File: config.mk
export PLATFORM = sky130hd
export DESIGN_NAME = uidst_ctrl
export DESIGN_NICKNAME = d
export VERILOG_FILES = /design/src/uidst_pkg.sv /design/src/uidst_ctrl.sv
export SDC_FILE = /design/constraint.sdc
export NUM_CORES = 1
export LEC_CHECK = 0
export ABC_CLOCK_PERIOD_IN_PS = 4900
export BUFFER_PORTS_ARGS = -buffer_cell sky130_fd_sc_hd__buf_4
export CORE_ASPECT_RATIO = 0.5
export CORE_MARGIN = 2
export CORE_UTILIZATION = 50
export DETAILED_ROUTE_END_ITERATION = 8
export PLACE_DENSITY_LB_ADDON = 0.2
export SYNTH_ARGS = -nofsm -noshare
export SYNTH_HDL_FRONTEND = slang
export SYNTH_SLANG_ARGS = --single-unit
export TNS_END_PERCENT = 1
File: constraint.sdc
create_clock -name clk -period 4.9 [get_ports clk]
set_input_delay 0.245 -clock clk [delete_from_list [all_inputs] [get_ports clk]]
set_output_delay 0.245 -clock clk [all_outputs]
set_load 0.1 [all_outputs]
File: src/uidst_pkg.sv
// Shared types and constants for the unique ID set table.
// This package has no dependencies. The controller, the top level and the testbench use it.
package uidst_pkg;

  // Table geometry
  localparam int CAPACITY  = 256;
  localparam int ID_W      = 32;
  localparam int MODE_W    = 2;
  localparam int CNT_W     = $clog2(CAPACITY + 1);
  localparam int ADDR_W    = (CAPACITY > 1) ? $clog2(CAPACITY) : 1;
  localparam int OUT_CNT_W = 9;

  // Stream widths (payload padded to whole bytes)
  localparam int S_DATA_W = ((ID_W + 7) / 8) * 8;
  localparam int M_DATA_W = ((OUT_CNT_W + 7) / 8) * 8;

  // Request opcodes; the fourth code is unused
  typedef enum logic [MODE_W-1:0] {
    MODE_ADD    = 2'd0,
    MODE_REMOVE = 2'd1,
    MODE_QUERY  = 2'd2
  } mode_t;

  // Sequencer states
  typedef enum logic [2:0] {
    ST_IDLE,
    ST_RD,
    ST_CMP,
    ST_MISS,
    ST_SH_RD,
    ST_SH_WR,
    ST_DONE
  } state_t;

  // Result handed from the sequencer to the output register
  typedef struct packed {
    logic                 ok;
    logic [OUT_CNT_W-1:0] entry_count;
  } result_t;

endpackage

File: src/uidst_ctrl.sv
// Sequencer for the ID table: linear search, append and shift-down over the RAM.
// Depends on uidst_pkg. Drives one uidst_ram instance through its port signals.
module uidst_ctrl (
  input  logic                          clk,
  input  logic                          rst,
  // request side
  input  logic                          req_valid,
  output logic                          req_ready,
  input  logic [uidst_pkg::MODE_W-1:0]  req_mode,
  input  logic [uidst_pkg::ID_W-1:0]    req_id,
  // result side
  output logic                          res_valid,
  input  logic                          res_ready,
  output uidst_pkg::result_t            res,
  // RAM port
  output logic                          ram_wen,
  output logic [uidst_pkg::ADDR_W-1:0]  ram_waddr,
  output logic [uidst_pkg::ID_W-1:0]    ram_wdata,
  output logic [uidst_pkg::ADDR_W-1:0]  ram_raddr,
  input  logic [uidst_pkg::ID_W-1:0]    ram_rdata
);

  uidst_pkg::state_t state, state_next;

  logic [uidst_pkg::CNT_W-1:0]  count, count_next;
  logic [uidst_pkg::CNT_W-1:0]  idx, idx_next;
  logic [uidst_pkg::MODE_W-1:0] mode, mode_next;
  logic [uidst_pkg::ID_W-1:0]   id, id_next;
  logic                         ok, ok_next;

  logic [uidst_pkg::CNT_W-1:0]  idx_inc;
  logic                         hit;
  logic                         room;

  // Shared compare unit: RAM word against the key, count against the capacity
  assign idx_inc = uidst_pkg::CNT_W'(idx + 1'b1);
  assign hit     = (ram_rdata == id);
  assign room    = (count < uidst_pkg::CNT_W'(uidst_pkg::CAPACITY));

  // State and working registers
  always_ff @(posedge clk) begin
    if (rst) begin
      state <= uidst_pkg::ST_IDLE;
      count <= '0;
    end else begin
      state <= state_next;
      count <= count_next;
    end
  end

  always_ff @(posedge clk) begin
    idx  <= idx_next;
    mode <= mode_next;
    id   <= id_next;
    ok   <= ok_next;
  end

  // Next state and datapath control
  always_comb begin
    state_next = state;
    count_next = count;
    idx_next   = idx;
    mode_next  = mode;
    id_next    = id;
    ok_next    = ok;
    req_ready  = 1'b0;
    res_valid  = 1'b0;
    ram_wen    = 1'b0;
    ram_waddr  = idx[uidst_pkg::ADDR_W-1:0];
    ram_wdata  = ram_rdata;
    ram_raddr  = idx[uidst_pkg::ADDR_W-1:0];

    case (state)
      uidst_pkg::ST_IDLE: begin
        req_ready = 1'b1;
        if (req_valid) begin
          mode_next = req_mode;
          id_next   = req_id;
          idx_next  = '0;
          ok_next   = 1'b0;
          if (!(req_mode inside {uidst_pkg::MODE_ADD, uidst_pkg::MODE_REMOVE,
                                 uidst_pkg::MODE_QUERY})) begin
            state_next = uidst_pkg::ST_DONE;
          end else if (count == '0) begin
            state_next = uidst_pkg::ST_MISS;
          end else begin
            state_next = uidst_pkg::ST_RD;
          end
        end
      end

      // issue read of entry idx
      uidst_pkg::ST_RD: begin
        state_next = uidst_pkg::ST_CMP;
      end

      // compare entry idx with the key
      uidst_pkg::ST_CMP: begin
        if (hit) begin
          case (mode)
            uidst_pkg::MODE_REMOVE: begin
              ok_next    = 1'b1;
              count_next = uidst_pkg::CNT_W'(count - 1'b1);
              state_next = (idx_inc < count) ? uidst_pkg::ST_SH_RD : uidst_pkg::ST_DONE;
            end
            uidst_pkg::MODE_QUERY: begin
              ok_next    = 1'b1;
              state_next = uidst_pkg::ST_DONE;
            end
            default: begin
              // add of an identifier already held
              ok_next    = 1'b0;
              state_next = uidst_pkg::ST_DONE;
            end
          endcase
        end else if (idx_inc == count) begin
          state_next = uidst_pkg::ST_MISS;
        end else begin
          idx_next   = idx_inc;
          state_next = uidst_pkg::ST_RD;
        end
      end

      // key not held: append on add when there is room
      uidst_pkg::ST_MISS: begin
        if (mode == uidst_pkg::MODE_ADD && room) begin
          ram_wen    = 1'b1;
          ram_waddr  = count[uidst_pkg::ADDR_W-1:0];
          ram_wdata  = id;
          count_next = uidst_pkg::CNT_W'(count + 1'b1);
          ok_next    = 1'b1;
        end
        state_next = uidst_pkg::ST_DONE;
      end

      // shift down: read entry idx+1
      uidst_pkg::ST_SH_RD: begin
        ram_raddr  = idx_inc[uidst_pkg::ADDR_W-1:0];
        state_next = uidst_pkg::ST_SH_WR;
      end

      // shift down: store it at idx; count already holds the reduced value
      uidst_pkg::ST_SH_WR: begin
        ram_wen    = 1'b1;
        ram_waddr  = idx[uidst_pkg::ADDR_W-1:0];
        ram_wdata  = ram_rdata;
        idx_next   = idx_inc;
        state_next = (idx_inc < count) ? uidst_pkg::ST_SH_RD : uidst_pkg::ST_DONE;
      end

      uidst_pkg::ST_DONE: begin
        res_valid = 1'b1;
        if (res_ready) begin
          state_next = uidst_pkg::ST_IDLE;
        end
      end

      default: begin
        state_next = uidst_pkg::ST_IDLE;
      end
    endcase
  end

  assign res.ok          = ok;
  assign res.entry_count = uidst_pkg::OUT_CNT_W'(count);

  // Checks
  a_count_bound: assert property (@(posedge clk) disable iff (rst)
    count <= uidst_pkg::CNT_W'(uidst_pkg::CAPACITY))
    else $error("entry count above capacity");

  a_count_step: assert property (@(posedge clk) disable iff (rst)
    1'b1 |=> (count == $past(count) || count == uidst_pkg::CNT_W'($past(count) + 1'b1) ||
              count == uidst_pkg::CNT_W'($past(count) - 1'b1)))
    else $error("entry count moved by more than one");

  a_shift_range: assert property (@(posedge clk) disable iff (rst)
    (state == uidst_pkg::ST_SH_WR) |-> (idx < count))
    else $error("shift write beyond live entries");

  a_res_hold: assert property (@(posedge clk) disable iff (rst)
    (res_valid && !res_ready) |=> (res_valid && $stable(res)))
    else $error("result dropped or changed while stalled");

  a_busy_after_accept: assert property (@(posedge clk) disable iff (rst)
    (req_valid && req_ready) |=> (state != uidst_pkg::ST_IDLE))
    else $error("sequencer idle right after taking a request");

endmodule

==> impl_summary.md, run 1 <==
Synth
Synthesis instantiated 52 different standard cells from the library. Sorting the synthesized cells by area gives the leading types as sky130_fd_sc_hd__edfxtp_1, sky130_fd_sc_hd__mux2_2, sky130_fd_sc_hd__xnor2_1. The leading area contributor after synthesis is sky130_fd_sc_hd__edfxtp_1. Dividing the synthesized area by the synthesized cell count gives 10.5 sq um.

The number of cells produced by synthesis is 354. Synthesis produced a netlist with a net count of 444. The share of the Yosys chip area taken by registers is 41.9%.

The count of state elements after synthesis is 56. The warning count from the yosys run is 0. The post-synth design cell area is 0.00373 sq mm. Summed over its instances, the top area cell type makes up 35.4% of the synthesized netlist area. The number of enable flip-flop cells after synthesis is 44. In the synthesized netlist the async set-or-reset flop fraction comes to 0%.

The dominant register cell in the synthesized netlist is sky130_fd_sc_hd__edfxtp_1.

Worst setup path
The worst setup path endpoint is count[8]. The end of the worst register-to-register path is count[8]. The worst register-to-register path begins at state[1]. The worst setup path is launched from a flip-flop. For the worst flop-to-flop path, the logic depth is 9.

The critical path launch point is state[1]. The sort of element at the end of the critical path is a flip-flop. For flop-to-flop paths, the worst setup slack is 1.66 ns.

The critical path arrival is 3.42 ns. For the worst setup path, the data required time is 5.08 ns. The critical path in this run is classified as flip-flop to flip-flop.

Of all nets on the critical path, the largest fanout is 14.

Timing
Setup repair after global routing left no endpoint under its margin. Timing would allow up to 308 MHz. The final setup TNS is 0 ns. The final count of negative-setup-slack endpoints is 0.

The number of hold violations in the final report is 0. The number of max-slew violations in the final report is 0. Headroom to the max-slew limit came out at 37.9%. The ratio of final minimum period to clock period is 66.2%. The minimum clock period after layout is 3.24 ns.

For the pin with the worst max-slew slack, the measured transition is 0.924 ns. The final setup skew is 0.00588 ns.

Final layout
The count of antenna diodes in the layout is 0. The end-of-flow core utilization is 67.9%. The flip-flop and latch area is 0.00156 sq mm. The multi-input logic area is 0.00202 sq mm. The layout-stage area growth over the synthesis result is 32.3%.

The finished layout cell area is 0.00493 sq mm. In the layout the commonest cells are sky130_fd_sc_hd__buf_4, sky130_fd_sc_hd__edfxtp_1, sky130_fd_sc_hd__xnor2_1. After filler insertion, the fill cell instance count of the layout stands at 620. The commonest non-fill, non-tap cell in the layout is sky130_fd_sc_hd__buf_4.

The share of cells above drive strength 1 is 38.7%. The net count reported at finish is 570.

Drt
The first-pass iteration count of the detailed router is 4. In the routed layout, each cell is associated on average with a via count of 5.18. Wires add up to 8.71 mm. The via total after detailed routing is 2986.

The number of routed nets with antenna violations is 0. The post-detailed-route DRC marker count is 0. After the first detailed-routing iteration, the DRC count stood at 129.

The average wire per standard cell is 15.1 um.

Power and ir drop
The cell internal power dissipation is 1.34 mW. The proportion of power drawn by combinational gates is 59.1%. The ratio of total power to cell area is 579 mW/mm^2. The clock network burns 12.7% of the power. Net switching is 53.0% of the power. IR analysis of the VDD net gives a maximum drop of 0.000329 V. The sequential group share of total power is 28.2%. For this design the total switching power over the nets is 1.51 mW.

In this run the static leakage power is 2.06 nW.

Floorplanning
The die covers 0.00821 sq mm. The number of core rows is 22. 131 I/O pins were placed. For this configuration, the core starts out at a cell density of 51.3%.

The placeable core region is 0.00727 sq mm. The height of the die is 65.1 um. Measured along the x axis, the die boundary spans 126 um.

GRT
The met2 track utilization from global routing is 37.4%. The number of global-route vias before repair is 2949. The fraction of met1 tracks used by global routing is 25.8%. The total overflow left after global routing is 0. Entering global routing, the biggest net connects 39 pins. The global routing met3 resource utilization is 7.35%.

The first global-routing pass estimated 13.7 mm of wire. The initial antenna violation count was 0. The all-layer global routing usage is 21.2%. The layer with the highest usage is met2.

CTS
The insertion delay to the later sink of the worst-skew pair is 0.29 ns. The number of setup buffers added after CTS is 0. In this run, post-CTS repair resized a total of 0 instances. The clock-pin slew of the registers on the worst-case setup and hold paths is 0.08 ns. The number of clock sinks is 56. The H-tree was split into 2 levels. The cell sitting at the root of the clock tree is a sky130_fd_sc_hd__clkbuf_16. The hold buffer count at CTS is 0. The clock tree from TritonCTS is done. In this run, CTS created clock tree buffers numbering 5. The maximum clock path buffer count is 2.

Place
The post-place instance area is 0.00479 sq mm. The congestion estimate from routability-driven global placement came to 0.844. The count of input and output buffers is 130. The wire-length estimate of the detail-placed layout is 6.83 mm.

Min path
The min-delay analysis places its worst path in the category input pin to flip-flop.

Status
The run finished with clean final reports.

Flow run
Max-cap violations in this run came to 0.
==> cell usage after synthesis, types with 3 or more instances <==
cell type	instances
sky130_fd_sc_hd__dfxtp_1	12
sky130_fd_sc_hd__edfxtp_1	44
sky130_fd_sc_hd__nor3_1	9
sky130_fd_sc_hd__xnor2_1	43
sky130_fd_sc_hd__clkbuf_1	7
sky130_fd_sc_hd__o21ai_0	15
sky130_fd_sc_hd__nand2b_1	4
sky130_fd_sc_hd__nand2_1	20
sky130_fd_sc_hd__a211oi_1	5
sky130_fd_sc_hd__nand4_1	10
sky130_fd_sc_hd__buf_1	3
sky130_fd_sc_hd__a21oi_1	13
sky130_fd_sc_hd__xor2_1	7
sky130_fd_sc_hd__o31ai_1	3
sky130_fd_sc_hd__nor2b_1	5
sky130_fd_sc_hd__nor2_1	25
sky130_fd_sc_hd__ha_1	19
sky130_fd_sc_hd__mux2_2	34
sky130_fd_sc_hd__nand3_1	12
sky130_fd_sc_hd__inv_1	23
==> final cells by class <==
cell class	instances	area share [%]
clock buffers	5	2.54
inverters	23	1.75
well taps	96	2.43
repair buffers	133	20.2
multi-input cells	261	40.9
clock inverters	3	0.457
flip-flops and latches	56	31.7
==> sequential cells by signal, indices dropped and copies added, names as in the netlist <==
signal  count
mode        2
count       9
idx         9
id         32
state       3
ok          1
==> power by group through the flow <==
| stage | combinational [mW] | clock (mW) | sequential, mW |
|---|---|---|---|
| 2_1_floorplan | 1.35 | 0 | 0.795 |
| 5_1_grt | 1.79 | 0.392 | 0.827 |
| 3_3_place_gp | 1.68 | 0 | 0.808 |
| 3_5_place_dp | 1.69 | 0 | 0.815 |
| 6_report | 1.69 | 0.364 | 0.805 |
| 4_1_cts | 1.70 | 0.372 | 0.804 |
==> through the flow <==
stage               total power, mW  std cells  hold slack [ns]  setup slack, ns
finish                         2.86        577            0.121             1.66
global route                   3.01        577            0.105             1.32
CTS                            2.87        577            0.116             1.67
detailed placement             2.51        569            0.424             1.70
global placement               2.49        569            0.423             1.84
floorplan                      2.15        354            0.344            0.792
==> worst min path at each step <==
stage / start / endpoint / slack (ns) / cells after the start
after floorplan: req_id[0] / id[0] / 0.34 / 0
after global placement: req_id[16] / id[16] / 0.42 / 1
after detailed placement: req_id[1] / id[1] / 0.42 / 1
after CTS: req_id[19] / id[19] / 0.12 / 1
after global routing: req_id[17] / id[17] / 0.11 / 1
final: req_id[19] / id[19] / 0.12 / 1
==> cell families after synthesis <==
family | share of synthesized area [%]
compound gates | 10.4
mux | 10.5
fa+ha+maj | 6.91
flops | 41.9
buf+inv | 4.09
simple gates | 14.5
xor+xnor | 11.7
==> layer usage <==
| metal | vias to the layer above | part of all wire [%] |
|---|---|---|
| met2 | 81 | 49 |
| li1 | 1530 | - |
| met1 | 1371 | 43 |
| met3 | 4 | 7.5 |
| met5 | - | 0 |
| met4 | 0 | 0.52 |
==> worst max-delay path: stages (launching register included) <==
cell and delay, ns:
sky130_fd_sc_hd__dfxtp_1 0.57, sky130_fd_sc_hd__nor2b_1 0.30, sky130_fd_sc_hd__nand2_1 0.27, sky130_fd_sc_hd__fa_1 0.51
sky130_fd_sc_hd__a211oi_1 0.28, sky130_fd_sc_hd__o21bai_1 0.13, sky130_fd_sc_hd__a2111oi_0 0.58, sky130_fd_sc_hd__o2111a_1 0.30
sky130_fd_sc_hd__a21oi_1 0.07, sky130_fd_sc_hd__o31a_1 0.12
Note: power is estimated with default switching activity, not from simulation.
==> run 2, diff against run 1 <==
Settings changed: ABC_CLOCK_PERIOD_IN_PS 4900 to 3150.
Clock period 4.9 ns to 3.15 ns, I/O delays scaled along.
==> impl_summary.md, run 2 (synthesis gave the netlist of run 1 again) <==
Floorplanning
Pin placement for this block handled 131 I/O pins. The initial standard-cell utilization of the core is 51.3%. Row generation in the floorplan step produced 22 rows. In this run the vertical extent of the chip is 65.1 um. The overall die width is 126 um. The die covers 0.00821 sq mm. The placeable core region is 0.00727 sq mm.

Timing
For the pin with the worst max-slew slack, the measured transition is 0.710 ns. Setup repair after global routing left no endpoint under its margin. The maximum frequency from static timing analysis is 345 MHz.

After routing, the total negative slack on setup checks comes to 0 ns. The minimum clock period after layout is 2.90 ns. The final setup skew is 0.00581 ns. The number of hold violations in the final report is 0. The ratio of final minimum period to clock period is 92.1%.

The number of max-slew violations in the final report is 0. Setup violations remaining at the end of the flow were counted as 0. In this run the tightest slew margin relative to its limit is 52.7%.

Power and ir drop
The leakage power figure is 2.10 nW. For this design the ratio of total power to cell area is 924 mW/mm^2. The peak supply drop is 0.000555 V. Internal power comes to 2.27 mW. The fraction of power consumed by the clock network is 15.2%. The sequential group share of total power is 26.4%.

Net switching is 51.1% of the power. The power spent charging and discharging nets is 2.37 mW. The share of total power dissipated in combinational logic is 58.5%. The overall power is 4.63 mW.

Drt
Before antenna repair, the detailed router went through 4 iterations. The via total after detailed routing is 3083. Using the TritonRoute via totals, the vias-per-cell ratio works out to 5.32. The wire length on met2 is 4.24 mm. The post-detailed-route DRC marker count is 0. The met1 routed wirelength after detailed routing is 3.66 mm.

The count of nets left with antenna violations once routing finished came out at 0. The average wire per standard cell is 15.1 um. The top routing layer in use is met4. The routed design uses 677 um of met3 wire. The routed design has 8.71 mm of wire.

The detailed router's first-iteration violation count is 137.

Final layout
The filler cell count in the final layout is 598. In the final layout, the multi-input gates occupy 0.00203 sq mm. The post-route netlist has 39.3% of its cells at a drive strength greater than 1.

The end-of-flow core utilization is 69.0%. The library cell used most frequently in the layout, excluding fill and tap cells, is sky130_fd_sc_hd__buf_4. The register containing the most flip-flops in the final layout is id.

The net count reported at finish is 573. The largest registers in the layout are id x32, count x9, idx x9. Registers take 0.00156 sq mm. The count of antenna diodes in the layout is 0.

Compared with the post-synthesis result, the final layout area differs by 34.6%. The flip-flop count of the largest register, all copies and words added is 32. Leaving out fill and tap cells, the most frequent cells in the layout are sky130_fd_sc_hd__buf_4, sky130_fd_sc_hd__edfxtp_1, sky130_fd_sc_hd__xnor2_1.

GRT
The remaining global-route overflow is 0. Entering global routing, the biggest net connects 59 pins. The first global-routing pass estimated 14.6 mm of wire.

The initial antenna violation count came to 0. The all-layer global routing usage is 22.4%. The number of global-route vias before repair came to 3056.

CTS
The clock-pin slew of the registers on the worst-case setup and hold paths is 0.07 ns. The buffer cell driving the clock tree root is sky130_fd_sc_hd__clkbuf_16. The number of instances resized during post-cts repair is 0. TritonCTS built the clock tree. The H-tree was split into 2 levels. The number of clock sinks is 56. Buffers inserted during clock tree synthesis total 5. After clock tree synthesis, the flow added hold-fix buffers numbering 0. After clock tree synthesis, the setup repair step added 0 buffers. The clock passes through at most 2 buffers. Clock latency on the worst-skew pair, taken at its later pin, is 0.29 ns.

Place
The detailed placement HPWL is 6.65 mm. The count of buffers added on input and output ports is 130. At the end of routability-driven placement, the weighted congestion stood at 0.887.

Worst setup path
The critical path goes through ha_1 -> nand3_1 -> nor2_1 -> xnor2_1 -> inv_1 -> ha_1 -> or2_2 -> a2111oi_0 -> a21oi_1 -> a21oi_1 -> a41o_1 -> a21oi_1. The sort of element at the end of the critical path is a flip-flop. In this run the worst path has a maximum fanout of 6. The critical path arrival is 3.08 ns. The worst setup path is of the flip-flop to flip-flop kind. STA classifies the critical path startpoint as a flip-flop. The flop-to-flop setup slack is 0.25 ns. The worst-path cell with the longest stage delay is sky130_fd_sc_hd__edfxtp_1. The delay of the slowest cell on the worst path is 0.46 ns. The cell that appears most often on the critical path is sky130_fd_sc_hd__a21oi_1. The endpoint required time on the critical path is 3.33 ns. Counting both buffers and inverters, the worst setup path holds a total of 1. The family with the most delay on the worst path is compound AO/OA/AOI/OAI gates.

Status
The flow ran to the end, and the final reports show no timing, DRC or antenna violations.

Min path
The worst min-delay path category is input pin to flip-flop.

Flow run
Across the run, the number of max-cap violations was 0.
==> run 2: final cells by class <==
cell class	instances	share of cell area, %
multi-input cells	261	40.5
flip-flops and latches	56	31.1
repair buffers	136	20.6
clock buffers	5	2.49
well taps	96	2.39
inverters	23	1.72
clock inverters	2	1.20
==> run 2: worst paths after layout <==
path / start / end / cells after the start
worst max-delay path: idx[0] / state[1] / 12
worst min-delay path: req_id[28] / id[28] / 1
worst max register to register: idx[0] / state[1] / 12
worst min register to register: count[0] / count[0] / 2
==> run 2: power by group through the flow <==
stage          Clock, mW  Sequential, mW  Combinational [mW]
2_1_floorplan          0            1.24                2.11
3_3_place_gp           0            1.23                2.67
3_5_place_dp           0            1.24                2.69
4_1_cts            0.719            1.22                2.70
5_1_grt            0.747            1.25                2.89
6_report           0.704            1.22                2.71
==> run 2: worst register-to-register path: cells and delay by family (launching register included) <==
| family | cells | cell delay [ns] |
|---|---|---|
| flops | 1 | 0.46 |
| fa+ha+maj | 2 | 0.41 |
| xor+xnor | 1 | 0.18 |
| buf+inv | 1 | 0.07 |
| simple gates | 3 | 0.69 |
| compound gates | 5 | 0.97 |
==> run 2: metal layers <==
| layer | up-vias | GRT usage, % |
|---|---|---|
| met1 | 1428 | 26.9 |
| li1 | 1538 | - |
| met2 | 104 | 39.0 |
| met5 | - | 0 |
| met4 | 0 | 6.46 |
| met3 | 13 | 7.43 |
==> run 2: stage by stage <==
| stage | setup slack, ns | cell area, sq um | hold slack, ns | instances |
|---|---|---|---|---|
| after floorplan | -0.596 | 3730 | 0.256 | 354 |
| after global placement | 0.279 | 4830 | 0.336 | 572 |
| after detailed placement | 0.219 | 4830 | 0.337 | 572 |
| after CTS | 0.192 | 5010 | 0.0254 | 579 |
| after global routing | 0.0401 | 5020 | 0.0187 | 579 |
| final | 0.248 | 5020 | 0.0356 | 579 |
==> run 3, diff against run 2 <==
Settings changed: ABC_AREA set to 1.
==> impl_summary.md, run 3 <==
Floorplanning
Measured along the y axis, the die boundary spans 66.9 um. In this run the standard cell core region covers 0.00749 sq mm. The overall die width is 130 um.

For this design the top-level I/O count stands at 131. The number of core rows is 22. The initial standard-cell utilization of the core is 52.8%. The floorplan die area is 0.00867 sq mm.

Power and ir drop
The overall power is 5.06 mW. For this design the ratio of total power to cell area is 977 mW/mm^2. The leakage power figure is 2.67 nW. The peak supply drop is 0.00102 V.

Timing
The final setup slack of the worst path is 0.458 ns. Of the available clock period, the critical path in the final layout requires 85.5%. The final count of negative-setup-slack endpoints is 0. The maximum frequency from static timing analysis is 371 MHz. The number of hold violations in the final report is 0. Setup repair after global routing left no endpoint under its margin. The minimum clock period after layout is 2.69 ns.

For the pin with the worst max-slew slack, the measured transition is 0.953 ns. The number of max-slew violations in the final report is 0. The headroom to the max-slew limit is 36.3%. Clock skew on the completed layout was measured at 0.00676 ns.

GRT
The largest net degree at the start of global routing is 55. The first-pass GRT wire length is 14.8 mm. In the global route stage, overall resource usage came out at 22.0%. The number of global-route vias before repair came to 3348. For this run the aggregate overflow at the end of global routing stands at 0. The initial antenna violation count is 0.

Drt
The routed design has 9.41 mm of wire. The count of nets left with antenna violations once routing finished came out at 0. The average wire per standard cell is 12.4 um. The first-pass iteration count of the detailed router is 5. After the first detailed-routing iteration, the DRC count stood at 224. The via total after detailed routing is 3673. After detailed routing, the number of vias per cell comes to 4.86. For this run, design rule violations remaining after detail routing come to 0.

CTS
CTS placed an instance of sky130_fd_sc_hd__clkbuf_16 at the clock tree root. The number of setup buffers added after CTS is 0. TritonCTS built the clock tree. The clock reaches the later pin of the worst-skew pair after 0.30 ns.

The H-tree generated during clock tree synthesis spans 2 levels. TritonCTS created 5 clock buffers. The number of clock sinks is 56. Buffers inserted to repair hold after CTS numbered 0. The number of gates resized after CTS was 0. In this run the deepest clock path goes through 2 buffers.

The clock-pin slew of the registers on the worst-case setup and hold paths is 0.08 ns.

Final layout
Ranked by flip-flop count, first place goes to id. 0 antenna diodes ended up in the layout. The largest registers in the layout are id x32, count x9, idx x9. Cells fill 69.2% of the core in the end. In the layout the commonest cells are sky130_fd_sc_hd__nand2_1, sky130_fd_sc_hd__buf_4, sky130_fd_sc_hd__inv_1. In the final layout, the share of cells above drive strength 1 is 25.3%. The filler cell count in the final layout is 668. The finished layout holds 756 standard cells, fillers aside.

Leaving out fill and tap cells, the most frequent cell in the layout is sky130_fd_sc_hd__nand2_1. The flip-flop count of the largest register, all copies and words added is 32. After the last flow step, the layout net total stands at 737. The area growth from synthesis to layout is 31.2%.

Worst setup path
In this run the worst path has a maximum fanout of 9. The start-to-end type of the worst setup path is flip-flop to flip-flop. STA classifies the critical path endpoint as a flip-flop.

STA puts the critical path data required time at 3.16 ns. For the worst setup path, the data arrival time is 2.70 ns. STA classifies the critical path startpoint as a flip-flop.

Synth
Synthesis produced a netlist whose cell count is 519. The fraction of the yosys area taken by sequential cells is 39.5%. By instance count, the leading cell after synthesis is sky130_fd_sc_hd__nand2_1. The most used flip-flop cell after synthesis is sky130_fd_sc_hd__edfxtp_1.

The count of state elements after synthesis is 56. For this run, asynchronously set or reset flops after synthesis account for 0%. The post-synth design cell area is 0.00395 sq mm.

The number of distinct library cell variants in the gate-level netlist after synthesis is 37. After synthesis, the most frequently instantiated cells are sky130_fd_sc_hd__nand2_1, sky130_fd_sc_hd__inv_1, sky130_fd_sc_hd__nor2_1, sky130_fd_sc_hd__edfxtp_1, sky130_fd_sc_hd__o21ai_0. By area the synthesized netlist is led by sky130_fd_sc_hd__edfxtp_1, sky130_fd_sc_hd__nand2_1, sky130_fd_sc_hd__inv_1.

The post-synthesis average cell area is 7.61 sq um. The area share of the largest cell type after synthesis is 33.4%. During synthesis, Yosys emitted a total of 0 warnings. Counting flops with a built-in enable in the synthesized netlist gives 44. The leading area contributor after synthesis is sky130_fd_sc_hd__edfxtp_1. The number of nets handed over by synthesis was 609.

Min path
The path class of the tightest hold or removal check is input pin to flip-flop.

Flow run
Across the run, the number of max-cap violations was 0.

Place
The detailed placement HPWL is 7.26 mm. After detailed placement, the design holds a cell count of 748. The final estimated routing congestion in global placement is 0.854. The count of input and output buffers is 130. OpenSTA, run right after detailed placement, puts the worst setup slack at 0.473 ns.

Status
The flow ran to the end, and the final reports show no timing, DRC or antenna violations.
## run 3: changes by cell type in the layout (fill, tap and decap cells not counted), moves of 9 or more
cell,change
sky130_fd_sc_hd__xnor2_1,-24
sky130_fd_sc_hd__nand2_1,+142
sky130_fd_sc_hd__o21ai_0,+27
sky130_fd_sc_hd__mux2_4,+9
sky130_fd_sc_hd__inv_1,+59
sky130_fd_sc_hd__nor2_1,+20
sky130_fd_sc_hd__mux2_2,-33
## run 3: metal layers
layer | share of wire [%] | vias up | track usage (%) | wire [um]
met2 | 49 | 95 | 38.9 | 4570
met3 | 6.0 | 8 | 3.86 | 564
met4 | 0.97 | 0 | 5.38 | 91
li1 | - | 1910 | - | -
met1 | 44 | 1660 | 28.2 | 4180
met5 | 0 | - | 0 | 0
## run 3: worst paths after layout
path	endpoint	startpoint	depth (start not counted)	slack [ns]
max	idx[0]	idx[0]	14	0.46
min	id[7]	req_id[7]	1	0.03
max reg2reg	idx[0]	idx[0]	14	0.46
min reg2reg	count[8]	count[8]	2	0.51
## run 3: cell families after synthesis
kind of cell,count (synthesis),synth area share (%)
AOI/OAI and AO/OA,66,8.96
xor gates and xnor gates,28,6.21
and+or+nand+nor,243,25.5
adders and majority gates,20,6.53
buffers and inverters,96,9.60
muxes,10,3.71
DFF,56,39.5
## run 3: area by class of cell
type,instances,area [sq um],share of cell area (%)
Clock buffer,5,125,2.41
Clock inverter,3,22.5,0.434
Inverter,85,319,6.15
Multi-Input combinational cell,367,2020,38.9
Sequential cell,56,1560,30.1
Tap cell,108,135,2.61
Timing Repair Buffer,132,1000,19.4
## run 3: per-stage QoR
step	instance area (sq um)	hold WS [ns]	TNS, ns
floorplan	3950	0.227	-13.02
global placement	5040	0.336	0
detailed placement	5040	0.337	0
CTS	5180	0.0268	0
global route	5180	0.0200	0
finish	5180	0.0318	0
## run 3: worst max-delay path, stage by stage (launching register included)
cell	delay, ns
sky130_fd_sc_hd__edfxtp_1	0.50
sky130_fd_sc_hd__ha_1	0.25
sky130_fd_sc_hd__nand4_1	0.16
sky130_fd_sc_hd__nor2_1	0.12
sky130_fd_sc_hd__nand2_1	0.07
sky130_fd_sc_hd__nor2_1	0.11
sky130_fd_sc_hd__xnor2_1	0.15
sky130_fd_sc_hd__inv_1	0.07
sky130_fd_sc_hd__ha_1	0.28
sky130_fd_sc_hd__nand2_1	0.08
sky130_fd_sc_hd__inv_1	0.05
sky130_fd_sc_hd__nand3_1	0.09
sky130_fd_sc_hd__o21ai_0	0.08
sky130_fd_sc_hd__a211oi_1	0.17
sky130_fd_sc_hd__buf_4	0.22
## run 3: power breakdown
| part | internal [mW] | switching, mW |
|---|---|---|
| registers | 1.06 | 0.172 |
| logic | 0.844 | 2.41 |
| clock network | 0.299 | 0.278 |
